<file path="src/sv/shared_id_slot_table_top_macros.svh">
// Assertion macros for the shared ID slot table.
`ifndef SHARED_ID_SLOT_TABLE_TOP_MACROS_SVH
`define SHARED_ID_SLOT_TABLE_TOP_MACROS_SVH

// Same-cycle implication, disabled during reset.
`define SIST_ASSERT_NOW(label, clk, rst_n, ante, cons, msg) \
    label: assert property (@(posedge clk) disable iff (!rst_n) (ante) |-> (cons)) \
        else $error(msg);

// Next-cycle implication, disabled during reset.
`define SIST_ASSERT_NEXT(label, clk, rst_n, ante, cons, msg) \
    label: assert property (@(posedge clk) disable iff (!rst_n) (ante) |=> (cons)) \
        else $error(msg);

`endif

</file>
<file path="src/sv/sist_pkg.sv">
// Shared types and codes for the shared ID slot table.
package sist_pkg;

    localparam int CFG_BITS  = 32;
    localparam int UID_BITS  = 32;
    localparam int MODE_BITS = 3;

    typedef enum logic [MODE_BITS-1:0] {
        MODE_INSERT       = 3'd0,
        MODE_FIND         = 3'd1,
        MODE_CLEAR_ONE    = 3'd2,
        MODE_CLEAR_ALL    = 3'd3,
        MODE_CLEAR_GUESTS = 3'd4
    } t_mode;

    typedef enum logic [1:0] {
        S_IDLE,
        S_CMP,
        S_WB
    } t_state;

    // Controller to datapath commands.
    typedef struct packed {
        logic cap;  // capture request fields
        logic cmp;  // register compare vectors
        logic wb;   // write slots back, load result
    } t_cmd;

endpackage

</file>
<file path="src/sv/sist_ctrl.sv">
// Sequencer for capture, compare and write-back of each request.
module sist_ctrl (
    input  logic            i_clk,
    input  logic            i_rst_n,
    input  logic            i_valid,
    output logic            o_ready,
    output logic            o_valid,
    input  logic            i_ready,
    output sist_pkg::t_cmd  o_cmd
);

    sist_pkg::t_state r_state, n_state;
    logic             r_out_valid, n_out_valid;
    logic             wb_go;

    always_ff @(posedge i_clk) begin
        if (!i_rst_n) begin
            r_state     <= sist_pkg::S_IDLE;
            r_out_valid <= 1'b0;
        end else begin
            r_state     <= n_state;
            r_out_valid <= n_out_valid;
        end
    end

    always_comb begin
        n_state = r_state;
        wb_go   = 1'b0;
        o_ready = 1'b0;
        o_cmd   = '0;
        unique case (r_state)
            sist_pkg::S_IDLE: begin
                o_ready = 1'b1;
                if (i_valid) begin
                    n_state = sist_pkg::S_CMP;
                end
            end
            sist_pkg::S_CMP: begin
                o_cmd.cmp = 1'b1;
                n_state   = sist_pkg::S_WB;
            end
            sist_pkg::S_WB: begin
                wb_go = !r_out_valid || i_ready;
                if (wb_go) begin
                    o_cmd.wb = 1'b1;
                    o_ready  = 1'b1;
                    n_state  = i_valid ? sist_pkg::S_CMP : sist_pkg::S_IDLE;
                end
            end
            default: n_state = sist_pkg::S_IDLE;
        endcase
        o_cmd.cap = o_ready && i_valid;

        n_out_valid = r_out_valid;
        if (wb_go) begin
            n_out_valid = 1'b1;
        end else if (r_out_valid && i_ready) begin
            n_out_valid = 1'b0;
        end
    end

    assign o_valid = r_out_valid;

endmodule

</file>
<file path="src/sv/sist_datapath.sv">
// Slot registers, parallel compare, lowest-slot select and result register.
module sist_datapath #(
    parameter int NUM_SLOTS = 8,
    parameter int ID_BITS   = 32
) (
    input  logic                          i_clk,
    input  logic                          i_rst_n,
    input  sist_pkg::t_cmd                i_cmd,
    input  logic [sist_pkg::MODE_BITS-1:0] i_mode,
    input  logic [sist_pkg::UID_BITS-1:0]  i_user_id,
    input  logic                          i_cfg_we,
    input  logic [sist_pkg::CFG_BITS-1:0]  i_cfg_wdata,
    output logic                          o_ok
);

    logic [ID_BITS-1:0]     r_slot [NUM_SLOTS];
    logic [ID_BITS-1:0]     n_slot [NUM_SLOTS];
    logic [sist_pkg::CFG_BITS-1:0] r_owner;
    sist_pkg::t_mode        r_mode;
    logic [ID_BITS-1:0]     r_id;
    logic [ID_BITS-1:0]     id_ext;
    logic [ID_BITS-1:0]     owner_ext;
    logic [NUM_SLOTS-1:0]   r_hit, r_empty, r_keep;
    logic [NUM_SLOTS-1:0]   hit_first, empty_first;
    logic                   hit_any, empty_any;
    logic                   r_ok, n_ok;

    generate
        if (ID_BITS > sist_pkg::UID_BITS) begin : g_wide
            assign id_ext    = {{(ID_BITS-sist_pkg::UID_BITS){1'b0}}, i_user_id};
            assign owner_ext = {{(ID_BITS-sist_pkg::CFG_BITS){1'b0}}, r_owner};
        end else begin : g_narrow
            assign id_ext    = i_user_id[ID_BITS-1:0];
            assign owner_ext = r_owner[ID_BITS-1:0];
        end
    endgenerate

    always_ff @(posedge i_clk) begin
        if (!i_rst_n) begin
            r_owner <= '0;
        end else if (i_cfg_we) begin
            r_owner <= i_cfg_wdata;
        end
    end

    always_ff @(posedge i_clk) begin
        if (i_cmd.cap) begin
            r_mode <= sist_pkg::t_mode'(i_mode);
            r_id   <= id_ext;
        end
    end

    always_ff @(posedge i_clk) begin
        if (i_cmd.cmp) begin
            for (int k = 0; k < NUM_SLOTS; k++) begin
                r_hit[k]   <= (r_slot[k] == r_id);
                r_empty[k] <= (r_slot[k] == '0);
                r_keep[k]  <= (r_slot[k] == owner_ext);
            end
        end
    end

    // lowest set bit as one-hot
    assign hit_first   = r_hit & (~r_hit + NUM_SLOTS'(1));
    assign empty_first = r_empty & (~r_empty + NUM_SLOTS'(1));
    assign hit_any     = |r_hit;
    assign empty_any   = |r_empty;

    always_comb begin
        for (int k = 0; k < NUM_SLOTS; k++) begin
            n_slot[k] = r_slot[k];
        end
        n_ok = 1'b0;
        unique case (r_mode)
            sist_pkg::MODE_INSERT: begin
                n_ok = hit_any || empty_any;
                for (int k = 0; k < NUM_SLOTS; k++) begin
                    if (!hit_any && empty_first[k]) begin
                        n_slot[k] = r_id;
                    end
                end
            end
            sist_pkg::MODE_FIND: begin
                n_ok = hit_any;
            end
            sist_pkg::MODE_CLEAR_ONE: begin
                n_ok = hit_any;
                for (int k = 0; k < NUM_SLOTS; k++) begin
                    if (hit_first[k]) begin
                        n_slot[k] = '0;
                    end
                end
            end
            sist_pkg::MODE_CLEAR_ALL: begin
                n_ok = 1'b1;
                for (int k = 0; k < NUM_SLOTS; k++) begin
                    n_slot[k] = '0;
                end
            end
            sist_pkg::MODE_CLEAR_GUESTS: begin
                n_ok = 1'b1;
                for (int k = 0; k < NUM_SLOTS; k++) begin
                    if (!r_keep[k]) begin
                        n_slot[k] = '0;
                    end
                end
            end
            default: n_ok = 1'b0;
        endcase
    end

    always_ff @(posedge i_clk) begin
        if (!i_rst_n) begin
            for (int k = 0; k < NUM_SLOTS; k++) begin
                r_slot[k] <= '0;
            end
        end else if (i_cmd.wb) begin
            for (int k = 0; k < NUM_SLOTS; k++) begin
                r_slot[k] <= n_slot[k];
            end
        end
    end

    always_ff @(posedge i_clk) begin
        if (i_cmd.wb) begin
            r_ok <= n_ok;
        end
    end

    assign o_ok = r_ok;

endmodule

</file>
<file path="src/sv/shared_id_slot_table_top.sv">
// The result is valid once the request has been captured, compared and
//   written back; a new request can be accepted during the write-back of the
//   last one, and write-back waits while a finished result is still held at the output.
// Reset (synchronous, active low): all slots empty, owner ID zero,
//   no result pending; no clearing pass is needed.
// Top level of the shared ID slot table.
`include "shared_id_slot_table_top_macros.svh"

module shared_id_slot_table_top #(
    parameter int NUM_SLOTS = 8,
    parameter int ID_BITS   = 32
) (
    input  logic                           i_clk,
    input  logic                           i_rst_n,
    input  logic                           i_valid,
    output logic                           o_ready,
    input  logic [sist_pkg::MODE_BITS-1:0] i_mode,
    input  logic [sist_pkg::UID_BITS-1:0]  i_user_id,
    output logic                           o_valid,
    input  logic                           i_ready,
    output logic                           o_ok,
    input  logic                           i_cfg_we,
    input  logic [sist_pkg::CFG_BITS-1:0]  i_cfg_wdata
);

    sist_pkg::t_cmd cmd;

    sist_ctrl u_ctrl (
        .i_clk   (i_clk),
        .i_rst_n (i_rst_n),
        .i_valid (i_valid),
        .o_ready (o_ready),
        .o_valid (o_valid),
        .i_ready (i_ready),
        .o_cmd   (cmd)
    );

    sist_datapath #(
        .NUM_SLOTS (NUM_SLOTS),
        .ID_BITS   (ID_BITS)
    ) u_datapath (
        .i_clk       (i_clk),
        .i_rst_n     (i_rst_n),
        .i_cmd       (cmd),
        .i_mode      (i_mode),
        .i_user_id   (i_user_id),
        .i_cfg_we    (i_cfg_we),
        .i_cfg_wdata (i_cfg_wdata),
        .o_ok        (o_ok)
    );

    `SIST_ASSERT_NEXT(a_accept_cmp, i_clk, i_rst_n, i_valid && o_ready, cmd.cmp, "no compare after accept")
    `SIST_ASSERT_NEXT(a_cmp_wb, i_clk, i_rst_n, cmd.cmp, cmd.wb || o_valid, "write-back stalled with free output")
    `SIST_ASSERT_NEXT(a_wb_valid, i_clk, i_rst_n, cmd.wb, o_valid, "result not presented after write-back")
    `SIST_ASSERT_NOW(a_cmp_busy, i_clk, i_rst_n, cmd.cmp, !o_ready && !cmd.wb, "request taken during compare")

endmodule
</file>
<file path="config.mk">
export PLATFORM = sky130hd
export DESIGN_NAME = shared_id_slot_table_top
export DESIGN_NICKNAME = d
export VERILOG_FILES = /design/src/sv/sist_pkg.sv /design/src/sv/sist_ctrl.sv /design/src/sv/sist_datapath.sv /design/src/sv/shared_id_slot_table_top.sv
export VERILOG_INCLUDE_DIRS = /design/src /design/src/sv
export SDC_FILE = /design/constraint.sdc
export NUM_CORES = 1
export LEC_CHECK = 0
export BUFFER_PORTS_ARGS = -buffer_cell sky130_fd_sc_hd__buf_2
export CORE_AREA = 2 2 232 234
export CTS_BUF_LIST = sky130_fd_sc_hd__clkbuf_8
export CTS_CLUSTER_SIZE = 28
export DETAILED_ROUTE_END_ITERATION = 8
export DIE_AREA = 0 0 234 236
export GPL_TIMING_DRIVEN = 0
export PLACE_DENSITY = 0.61
export SYNTH_ARGS = -nofsm -noshare
export SYNTH_HDL_FRONTEND = slang
export SYNTH_SLANG_ARGS = --single-unit
</file>
<file path="constraint.sdc">
create_clock -name i_clk -period 5.8 [get_ports i_clk]
set_input_delay 1.16 -clock i_clk [delete_from_list [all_inputs] [get_ports i_clk]]
set_output_delay 1.16 -clock i_clk [all_outputs]
set_load 0.1 [all_outputs]
</file>
==> results of run 1 <==
## where the power goes
group | total (mW) | switching [mW] | internal [mW]
registers | 3.08 | 0.163 | 2.92
logic | 0.821 | 0.545 | 0.276
clock network | 2.24 | 1.04 | 1.20
total | 6.13 | 1.74 | 4.39
## Yosys cell counts, types with 2 or more instances
master / n
o21ai_0: 8
a21oi_1: 9
nand4_1: 48
dfxtp_1: 35
buf_2: 75
a211oi_2: 3
and3_1: 66
nor2b_1: 6
clkbuf_1: 16
and2_1: 33
xor2_1: 512
a31oi_1: 5
mux2i_1: 32
a211oi_1: 4
nor2_1: 63
nor4_1: 192
nand2_1: 9
inv_1: 5
nand3_1: 4
nand2b_1: 2
edfxtp_1: 316
## final timing paths
path / from / endpoint / slack [ns] / cells past startpoint
max reg2reg: u_datapath.r_hit[0] / u_datapath.r_slot[6][16] / 2.70 / 8
max: i_ready / o_ready / 2.50 / 4
min: u_ctrl.r_state[0] / u_ctrl.r_state[1] / 0.55 / 1
min reg2reg: u_ctrl.r_state[0] / u_ctrl.r_state[1] / 0.55 / 1
## per-layer routing
metal  track usage  up-vias
met2        0.3912      927
met5             0        -
li1              -     5620
met1        0.3337     6594
met3       0.06165      259
met4        0.1431        0
## state kept, by name, indices dropped and copies added (netlist names)
signal,flops
u_ctrl.o_valid,1
u_ctrl.r_state,2
u_datapath.o_ok,1
u_datapath.owner_ext,32
u_datapath.r_empty,8
u_datapath.r_hit,8
u_datapath.r_id,32
u_datapath.r_keep,8
u_datapath.r_mode,3
u_datapath.r_slot,256
## per-stage QoR
| step | total power [mW] | cells |
|---|---|---|
| floorplan | 3.564 | 1461 |
| global placement | 3.902 | 2230 |
| detailed placement | 3.918 | 2245 |
| CTS | 6.132 | 2346 |
| global route | 6.306 | 2346 |
| finish | 6.135 | 2346 |
## cell families after synthesis
family	synth area share
AOI/OAI and AO/OA	0.01347
xor gates and xnor gates	0.2451
buffers and inverters	0.02564
DFF	0.5569
muxes	0.01751
and+or+nand+nor	0.1414
## critical path, delay by kind of cell
kind                   cells  cell delay (ns)
AOI/OAI and AO/OA          1             0.30
buffers and inverters      2             0.60
and+or+nand+nor            1             0.08
## placed cells by master, fill, tap and decap left out, types with 6 or more instances in the layout
cell type	instances
o21ai_0	8
clkinv_1	11
inv_1	20
nand4_1	48
buf_2	153
nor2_1	63
a211oi_4	6
nand2_1	9
xor2_1	512
clkinv_2	7
and2_1	32
and3_1	66
buf_8	6
clkbuf_1	16
a21oi_1	9
dfxtp_1	35
nor4_1	192
mux2i_1	32
clkbuf_8	62
edfxtp_1	316
## layout make-up
type / count / share of cell area
multi-input cells: 1012 / 0.3681
flip-flops and latches: 351 / 0.4863
plain buffers: 92 / 0.02132
clock inverters: 39 / 0.01403
clock buffers: 62 / 0.04073
inverters: 6 / 0.001075
repair buffers: 88 / 0.02687
well taps: 696 / 0.04156
==> metrics.md, run 1 <==
| Metric | Value |
|---|---|
| # DRC | 0 |
| Num rows | 85 |
| Final Hold Viols | 0 |
| Post-CTS Hold Buffers | 0 |
| Top_reg_cell synth | edfxtp_1 |
| Register area share after synthesis | 0.5569 |
| Crit-path slowest cell | buf_2 |
| Layout cells sized above 1 | 0.1558 |
| EDFF count, synth | between 300 and 400 |
| Min-delay worst type | flip-flop to flip-flop |
| Post-CTS Resized | 0 |
| Die area | 55220 um2 |
| Seq. cell area | 10190 um2 |
| Synth unique cells | 39 |
| Top sig layer | met4 |
| Die W | 234 um |
| Final setup vio count | 0 |
| Final hold slack | around 0.55 ns |
| Status | completed |
| Max-cap viol count | 0 |
| Max Freq | 303.3 MHz |
| # IOs | 75 |
| FFs w/ async S/R, synth | 0 |
| Clk Latency, worst-skew pair | 0.68 ns |
| Mean routed wirelength per cell | 30.34 um |
| Postcts setup bufs | 0 |
| Metal-1 WL | 27360 um |
| CP max stage delay | ~0.50 ns |
| Cell Pwr Density | slightly below 300 nW/um2 |
| Yosys warns | 0 |
| Worst-path fanout max | 4 |
| Syn Area/Cell | 12.52 um2 |
| Critical Path Start Type | primary input |
| Relative slew slack | 0.2870 |
| Top cells by area, synth | edfxtp_1 (52%), xor2_1 (25%), nor4_1 (6.6%) |
| Detailed placement HPWL | 48720 um |
| Initial Utilization | 0.3448 |
| Diode count | 0 |
| Filler cell count in the final layout | 5035 |
| DR WL met3 | 7672 um |
| #FFs+latches synth | 351 |
| Post-Place Cell Area | slightly below 20000 um2 |
| First-pass GRT wire length | 98190 um |
| Skew final | 0.02760 ns |
| Dpl ws | roughly 2.1 ns |
| DRT iter0 DRCs | 1888 |
| GPL Wtd Cong | 1.008 |
| Root buffer cell | clkbuf_8 |
| Clock transition at path regs | roughly 0.060 ns |
| Top cell type's share of synthesized area | 0.5186 |
| Antenna-violating nets left | 0 |
| Worst-path cell chain | buf_2 -> nor2b_1 -> a21oi_1 -> buf_2 |
| Met2 routed WL | 31590 um |
| # H-tree levels | 2 |
| Multi-input gate area | 7712 um2 |
| Num CTS Buffers | 58 |
| Final net count | 1681 |
| Post-route cell area | ~21000 um2 |
| Final wirelength | 71180 um |
| Slew @ Worst Pin | 1.060 ns |
| Fin Setup TNS | 0 ns |
| Req. time, crit path | 4.64 ns |
| Area Growth Syn to Fin | 14.52% |
| Leading area contributor after synthesis | edfxtp_1 |
| Clock sink total | about 350 |
| Worst Path Arrival | 2.14 ns |
| Vias/cell | ~5.7 |
| Vert. Die Dim | 236 um |
| Critical path's most frequent cell | buf_2 |
| Core ar. | 53070 um2 |
| Clock Tree Buf Depth | 3 |
| Post-layout minimum cycle time | 3.297 ns |
| Worst Setup End Kind | output pin |
| Initial antenna violation count | 1 |
| Post-Syn Instances | 1461 |
| Fin crit share | 0.5685 |
| Final worst slack | roughly 2.5 ns |
| Synthesized area | 18300 um2 |
| Vias in the first global route | 13070 |
| Largest net degree at the start of global routing | 24 |
| DRT Pass-1 Iters | 7 |
| VDD IR max | between 0.15 and 0.2 mV |
| CTS tree | yes |
| Finished Core Util | 0.3948 |
| # port buffers | 73 |
| WS Path Type | primary input to output pin |
| Post-Syn Nets | approximately 1500 |
| RSZ-0062 raised after global routing | false |
| Leak Pwr | 8.836 nW |
| GRT Util Overall | 0.2568 |
| DR vias | 13400 |
| Total gr overflow | 0 |
| Max-slew violation count | 0 |
Power figures use the tool's default switching activity.
==> run 2: changes to the inputs <==
==> constraint.sdc (replaced) <==
create_clock -name i_clk -period 3.4 [get_ports i_clk]
set_input_delay 0.68 -clock i_clk [delete_from_list [all_inputs] [get_ports i_clk]]
set_output_delay 0.68 -clock i_clk [all_outputs]
set_load 0.1 [all_outputs]
==> run 2 against run 1 <==
Effect of this change:
- die area did not move
- largest cell class unchanged
- via count barely moved
- combinational power up 74%
- critical endpoint is now u_datapath.r_slot[5][27]
- non-clock buffer count increased by 3
- power up 70%
- register-to-register slack lost 2.2 ns
- sequential power is 70% higher
- worst setup slack got worse by 2.0 ns
==> metrics.md, run 2 (same netlist as run 1, synthesis figures left out) <==
| Metric | Value |
|---|---|
| Clk Latency, worst-skew pair | 0.67 ns (about the same) |
| Mean routed wirelength per cell | 30.88 um (+1.8%) |
| Initial Utilization | 0.3448 (unchanged) |
| CTS tree | yes |
| Clock Power Share | 0.360 (-0.004) |
| Skew final | 0.01701 ns (-0.01059 ns) |
| Area Growth Syn to Fin | 15.03% |
| Detailed placement HPWL | 49270 um (+1.1%) |
| # H-tree levels | 2 (unchanged) |
| Most common cell after layout, fill and taps aside | xor2_1 |
| Clock sink total | 351 (unchanged) |
| Max Freq | about 350 MHz |
| Most frequent cells in the layout | xor2_1 (512), edfxtp_1 (316), nor4_1 (192) |
| Status | completed |
| WS Path Type | flip-flop to flip-flop |
| Worst-path cell chain | nor4_2 -> and3_1 -> buf_6 -> a31oi_1 -> a211oi_4 -> buf_16 |
| Int Pwr | 7.422 mW (+69%) |
| DRT iter0 DRCs | 1776 (-5.9%) |
| Final Hold Viols | 0 (unchanged) |
| Total net switching power | 3.011 mW (+73%) |
| Post-layout minimum cycle time | around 2.9 ns |
| DR vias | 13390 (-0.067%) |
| Final net count | 1684 (+0.18%) |
| Postcts setup bufs | 0 (unchanged) |
| Num rows | 85 (unchanged) |
| Vias/cell | 5.681 (-0.53%) |
| First-pass GRT wire length | 100300 um (+2.2%) |
| Finished Layout Cells | 2357 (+0.47%) |
| Worst-path fanout max | 17 (+13) |
| RSZ-0062 raised after global routing | false |
| Sw Ratio | 0.2886 (+0.004409) |
| Post-CTS Resized | 0 (unchanged) |
| GPL Wtd Cong | 1.008 (about the same) |
| Layout cells sized above 1 | 0.1626 (+0.006795) |
| Slew @ Worst Pin | 1.024 ns (-0.03531 ns) |
| Family with the most delay on the worst path | compound AO/OA/AOI/OAI gates |
| Core ar. | 53070 um2 (unchanged) |
| Critical Path Start Type | flip-flop |
| # DRC | 0 (unchanged) |
| Post-CTS Hold Buffers | 0 (unchanged) |
| Cell Pwr Density | 495.7 nW/um2 (+69%) |
| Final wirelength | 72780 um (+2.2%) |
| Seq pwr share | 0.503 (about the same) |
| Clock transition at path regs | 0.06 ns (about the same) |
| Relative slew slack | 0.3149 (+0.02786) |
| Max-slew violation count | 0 (unchanged) |
| Root buffer cell | clkbuf_8 |
| Req. time, crit path | 3.78 ns (-0.86 ns) |
| Worst path bufs/invs | 2 (unchanged) |
| Worst Setup End Kind | flip-flop |
| Diode count | 0 (unchanged) |
| Worst Path Arrival | 3.24 ns (+1.10 ns) |
| Final setup vio count | 0 (unchanged) |
| Clock Tree Buf Depth | 3 (unchanged) |
| Largest Register | u_datapath.r_slot |
| Largest net degree at the start of global routing | 24 (unchanged) |
| Min-delay worst type | primary input to flip-flop |
| Initial antenna violation count | 3 (+2) |
| Power Total | 10.43 mW (+70%) |
| Leak Pwr | 8.894 nW (+0.66%) |
| GRT Util Overall | 0.2639 (+0.007107) |
| VDD IR max | 0.2267 mV (+44%) |
| Gate power share | 0.137 (+0.003) |
| Fin Setup TNS | 0 ns (unchanged) |
| Vias in the first global route | 13180 (+0.88%) |
| # port buffers | 73 (unchanged) |
| DRT Pass-1 Iters | 7 (unchanged) |
| Vert. Die Dim | 236 um (unchanged) |
| CP max stage delay | 0.88 ns (+0.38 ns) |
| Total gr overflow | 0 (unchanged) |
| Die W | 234 um (unchanged) |
| Max FFs per register | 256 (unchanged) |
| Crit-path slowest cell | a211oi_4 |
| Die area | 55220 um2 (unchanged) |
| Antenna-violating nets left | 0 (unchanged) |
| Inst Count DP | 2248 (+0.13%) |
| # IOs | 75 (unchanged) |
| Fin crit share | 0.8431 |
| Max-cap viol count | 0 (unchanged) |
| Num CTS Buffers | 58 (unchanged) |
[run 2: path summary, 6_finish.rpt]
kind,depth (start not counted),start,to,slack (ns)
worst max-delay path,6,u_datapath.r_hit[3],u_datapath.r_slot[5][27],0.53
worst min-delay path,1,i_user_id[21],u_datapath.r_id[21],0.18
worst max register to register,6,u_datapath.r_hit[3],u_datapath.r_slot[5][27],0.53
worst min register to register,1,u_ctrl.r_state[0],u_ctrl.r_state[1],0.52
[run 2: worst register-to-register path, cell delays in order, from the launching register on]
cell and delay (ns):
edfxtp_1 0.44, nor4_2 0.44, and3_1 0.25, buf_6 0.15
a31oi_1 0.15, a211oi_4 0.89, buf_16 0.24
[run 2: layout make-up]
type / instances / area [um2]
well taps: 696 / 870.8
plain buffers: 92 / 452.9
clock inverters: 41 / 224.0
flip-flops and latches: 351 / 10190
repair buffers: 91 / 626.9
inverters: 6 / 22.52
fillers: 5047 / 32020
clock buffers: 68 / 935.9
multi-input cells: 1012 / 7720
[run 2: power groups by stage]
stage / clock network [mW] / logic (mW) / registers, mW
2_1_floorplan: 0 / 0.832 / 5.25
3_3_place_gp: 0 / 1.32 / 5.35
3_5_place_dp: 0 / 1.38 / 5.33
4_1_cts: 3.80 / 1.39 / 5.24
5_1_grt: 4.00 / 1.49 / 5.27
6_report: 3.75 / 1.43 / 5.25
[run 2: metrics by stage]
stage	utilization	instance area, um2	worst slack, ns	hold slack, ns
2_1_floorplan	-	18310	-0.7692	0.4686
6_report	0.3966	21050	0.5334	0.1833
4_1_cts	0.3966	21050	0.5798	0.1475
3_5_place_dp	0.3747	19890	0.3377	0.5094
3_3_place_gp	0.3684	19550	-2.541	0.5093
5_1_grt	0.3966	21050	0.4024	0.1555
[run 2: per-layer routing]
metal / wire, um / vias to the layer above / track usage
li1: - / 5638 / -
met5: 13 / - / 0
met3: 7745 / 213 / 0.06395
met2: 31210 / 936 / 0.3847
met4: 4632 / 2 / 0.1486
met1: 29170 / 6602 / 0.3570
==> run 3: changes to the inputs <==
==> constraint.sdc (replaced) <==
create_clock -name i_clk -period 2.92 [get_ports i_clk]
set_input_delay 0.584 -clock i_clk [delete_from_list [all_inputs] [get_ports i_clk]]
set_output_delay 0.584 -clock i_clk [all_outputs]
set_load 0.1 [all_outputs]
==> run 3 against run 2 <==
Effect of this change:
- cell count stayed put
- die area stayed put
- non-clock buffer count is 1 higher
- worst setup slack got worse by 0.39 ns
- register-to-register slack worse by 0.39 ns
- global-route usage increased by 0.75 points
- via count rose by 0.54%
- fmax rose by 3.2%
- clock power increased by 18%
- power is 17% higher
- sequential share of layout area down 0.072 points
- design area is 0.15% higher
==> metrics.md, run 3 (same netlist as run 1, synthesis figures left out) <==
| Metric | Value |
|---|---|
| Status | completed |
| VDD IR max | 0.2955 mV (+30%) |
| First-pass GRT wire length | 102200 um (+1.8%) |
| Detailed placement HPWL | 50020 um (+1.5%) |
| Clock sink total | 351 (unchanged) |
| Most common cell after layout, fill and taps aside | xor2_1 |
| WHS Endpoint | u_datapath.r_id[26] |
| R2r worst-path depth | 6 (unchanged) |
| Vias in the first global route | 13150 (-0.24%) |
| Initial Utilization | 0.3448 (unchanged) |
| Final net count | 1685 (+0.059%) |
| GPL Wtd Cong | 0.9883 (-1.9%) |
| Cell Pwr Density | 580.5 nW/um2 (+17%) |
| Final hold slack | 0.08132 ns (-0.1020 ns) |
| Total gr overflow | 0 (unchanged) |
| Core ar. | 53070 um2 (unchanged) |
| GRT Util Overall | 0.2713 (+0.007478) |
| Clk Latency, worst-skew pair | 0.68 ns (about the same) |
| Worst Path Arrival | 3.14 ns (-0.10 ns) |
| Fin Setup TNS | 0 ns (unchanged) |
| Skew final | 0.02745 ns (+0.01044 ns) |
| Post-layout minimum cycle time | 2.779 ns (-0.08783 ns) |
| Most frequent cells in the layout | xor2_1 (512), edfxtp_1 (316), nor4_1 (192) |
| Root buffer cell | clkbuf_8 |
| CP max stage delay | 0.75 ns (-0.13 ns) |
| Final Hold Viols | 0 (unchanged) |
| Worst-path cell chain | buf_2 -> and4bb_1 -> nand3_1 -> a21oi_1 -> a211oi_4 -> buf_16 |
| Num rows | 85 (unchanged) |
| Final setup vio count | 0 (unchanged) |
| Relative slew slack | 0.3758 (+0.06099) |
| Slew @ Worst Pin | 0.9332 ns (-0.09119 ns) |
| Max-slew violation count | 0 (unchanged) |
| Filler cell count in the final layout | 5020 (-0.53%) |
| Num CTS Buffers | 58 (unchanged) |
| Final wirelength | 75250 um (+3.4%) |
| Die area | 55220 um2 (unchanged) |
| Reg2reg setup slack | 0.14 ns (-0.39 ns) |
| Critical Path Start Type | flip-flop |
| Largest Register | u_datapath.r_slot |
| Initial antenna violation count | 0 (-3) |
| Max FFs per register | 256 (unchanged) |
| CTS tree | yes |
| Worst Setup End Kind | flip-flop |
| Min-delay worst type | primary input to flip-flop |
| # H-tree levels | 2 (unchanged) |
| DRT iter0 DRCs | 2000 (+13%) |
| RR Startpoint | u_datapath.r_mode[1] |
| Hold path cells | 1 (unchanged) |
| Multi-input gate area | 7731 um2 (+0.15%) |
| Final worst slack | 0.1412 ns (-0.3922 ns) |
| Power Total | 12.24 mW (+17%) |
| Post-CTS Hold Buffers | 0 (unchanged) |
| Family with the most delay on the worst path | compound AO/OA/AOI/OAI gates |
| Max-cap viol count | 0 (unchanged) |
| FF-to-FF End | u_datapath.r_slot[5][19] |
| # DRC | 0 (unchanged) |
| Clock transition at path regs | 0.06 ns (about the same) |
| WS Path Type | flip-flop to flip-flop |
| # IOs | 75 (unchanged) |
| Crit-path slowest cell | a211oi_4 |
| Mean routed wirelength per cell | 31.93 um (+3.4%) |
| Worst-path fanout max | 18 (+1) |
| RSZ-0062 raised after global routing | false |
| Req. time, crit path | 3.28 ns (-0.50 ns) |
| Vias/cell | 5.712 (+0.54%) |
| # port buffers | 73 (unchanged) |
| Leak Pwr | 8.910 nW (+0.17%) |
| Fin crit share | 0.9517 (+0.1085) |
| Clock Tree Buf Depth | 3 (unchanged) |
| Antenna-violating nets left | 0 (unchanged) |
| Seq. cell area | 10190 um2 (unchanged) |
| Area Growth Syn to Fin | 15.20% |
| Dpl ws | -0.3171 ns (-0.6548 ns) |
| Worst Hold Launch | i_user_id[26] |
| Die W | 234 um (unchanged) |
| Max Freq | 359.9 MHz (+3.2%) |
| Vert. Die Dim | 236 um (unchanged) |
| Largest net degree at the start of global routing | 26 (+8.3%) |
| DR vias | 13460 (+0.54%) |
| Worst path bufs/invs | 2 (unchanged) |
| Layout cells sized above 1 | 0.1634 (+0.0007987) |
| DRT Pass-1 Iters | 6 (-1) |
-- run 3: cell types whose count changed in the layout (fill, tap and decap cells not counted), moves of 2 or more --
cell      change
inv_1         +2
buf_6         -2
buf_4         +3
clkbuf_8      -3
diode_2       +2
clkinv_1      -4
-- run 3: final cells by class --
class	instances	area share
inverters	6	0.001069
clock inverters	41	0.01223
flip-flops and latches	351	0.4836
plain buffers	92	0.02119
multi-input cells	1012	0.3668
well taps	696	0.04132
clock buffers	65	0.04244
diodes	2	0.0002374
repair buffers	92	0.03111
-- run 3: worst max-delay path by stage --
stage	startpoint	end	depth (start not counted)
2_1_floorplan	u_datapath.r_mode[0]	u_datapath.r_slot[6][0]	4
3_3_place_gp	i_ready	u_datapath.r_slot[6][17]	5
3_5_place_dp	i_rst_n	u_datapath.r_slot[6][17]	8
4_1_cts	u_datapath.r_mode[1]	u_datapath.r_slot[5][19]	6
5_1_grt	u_datapath.r_mode[0]	u_datapath.r_slot[6][8]	8
6_report	u_datapath.r_mode[1]	u_datapath.r_slot[5][19]	6
-- run 3: power by group --
group          internal [mW]  leakage, nW  switching (mW)
combinational          0.567         4.74            1.11
sequential              5.79         3.51           0.326
clock                   2.30        0.661            2.14
total                   8.66         8.91            3.58
-- run 3: worst reg2reg max path, delay by kind of cell (launching register included) --
kind	cells	cell delay [ns]
buf+inv	2	0.50
simple gates	2	0.55
flops	1	0.54
compound gates	2	0.88
-- run 3: repair_timing --
item | in CTS | in global routing
gates resized for setup | 0 | 0
buffers inserted | 1 | 0
endpoints found under the setup margin | 9 | 0
-- run 3: metrics by stage --
step           instances  instance area (um2)    util
6_report            2357                21080  0.3972
5_1_grt             2355                21070  0.3971
4_1_cts             2355                21070  0.3971
3_5_place_dp        2248                19910  0.3752
3_3_place_gp        2230                19570  0.3688
2_1_floorplan       1461                18330       -
-- run 3: layer usage --
metal	routed length (um)	share of wire	track usage	vias to the layer above
li1	-	-	-	5648
met1	29800	0.40	0.3629	6620
met2	32540	0.43	0.3995	968
met3	8440	0.11	0.06758	227
met4	4468	0.059	0.1519	0
met5	0	0	0	-
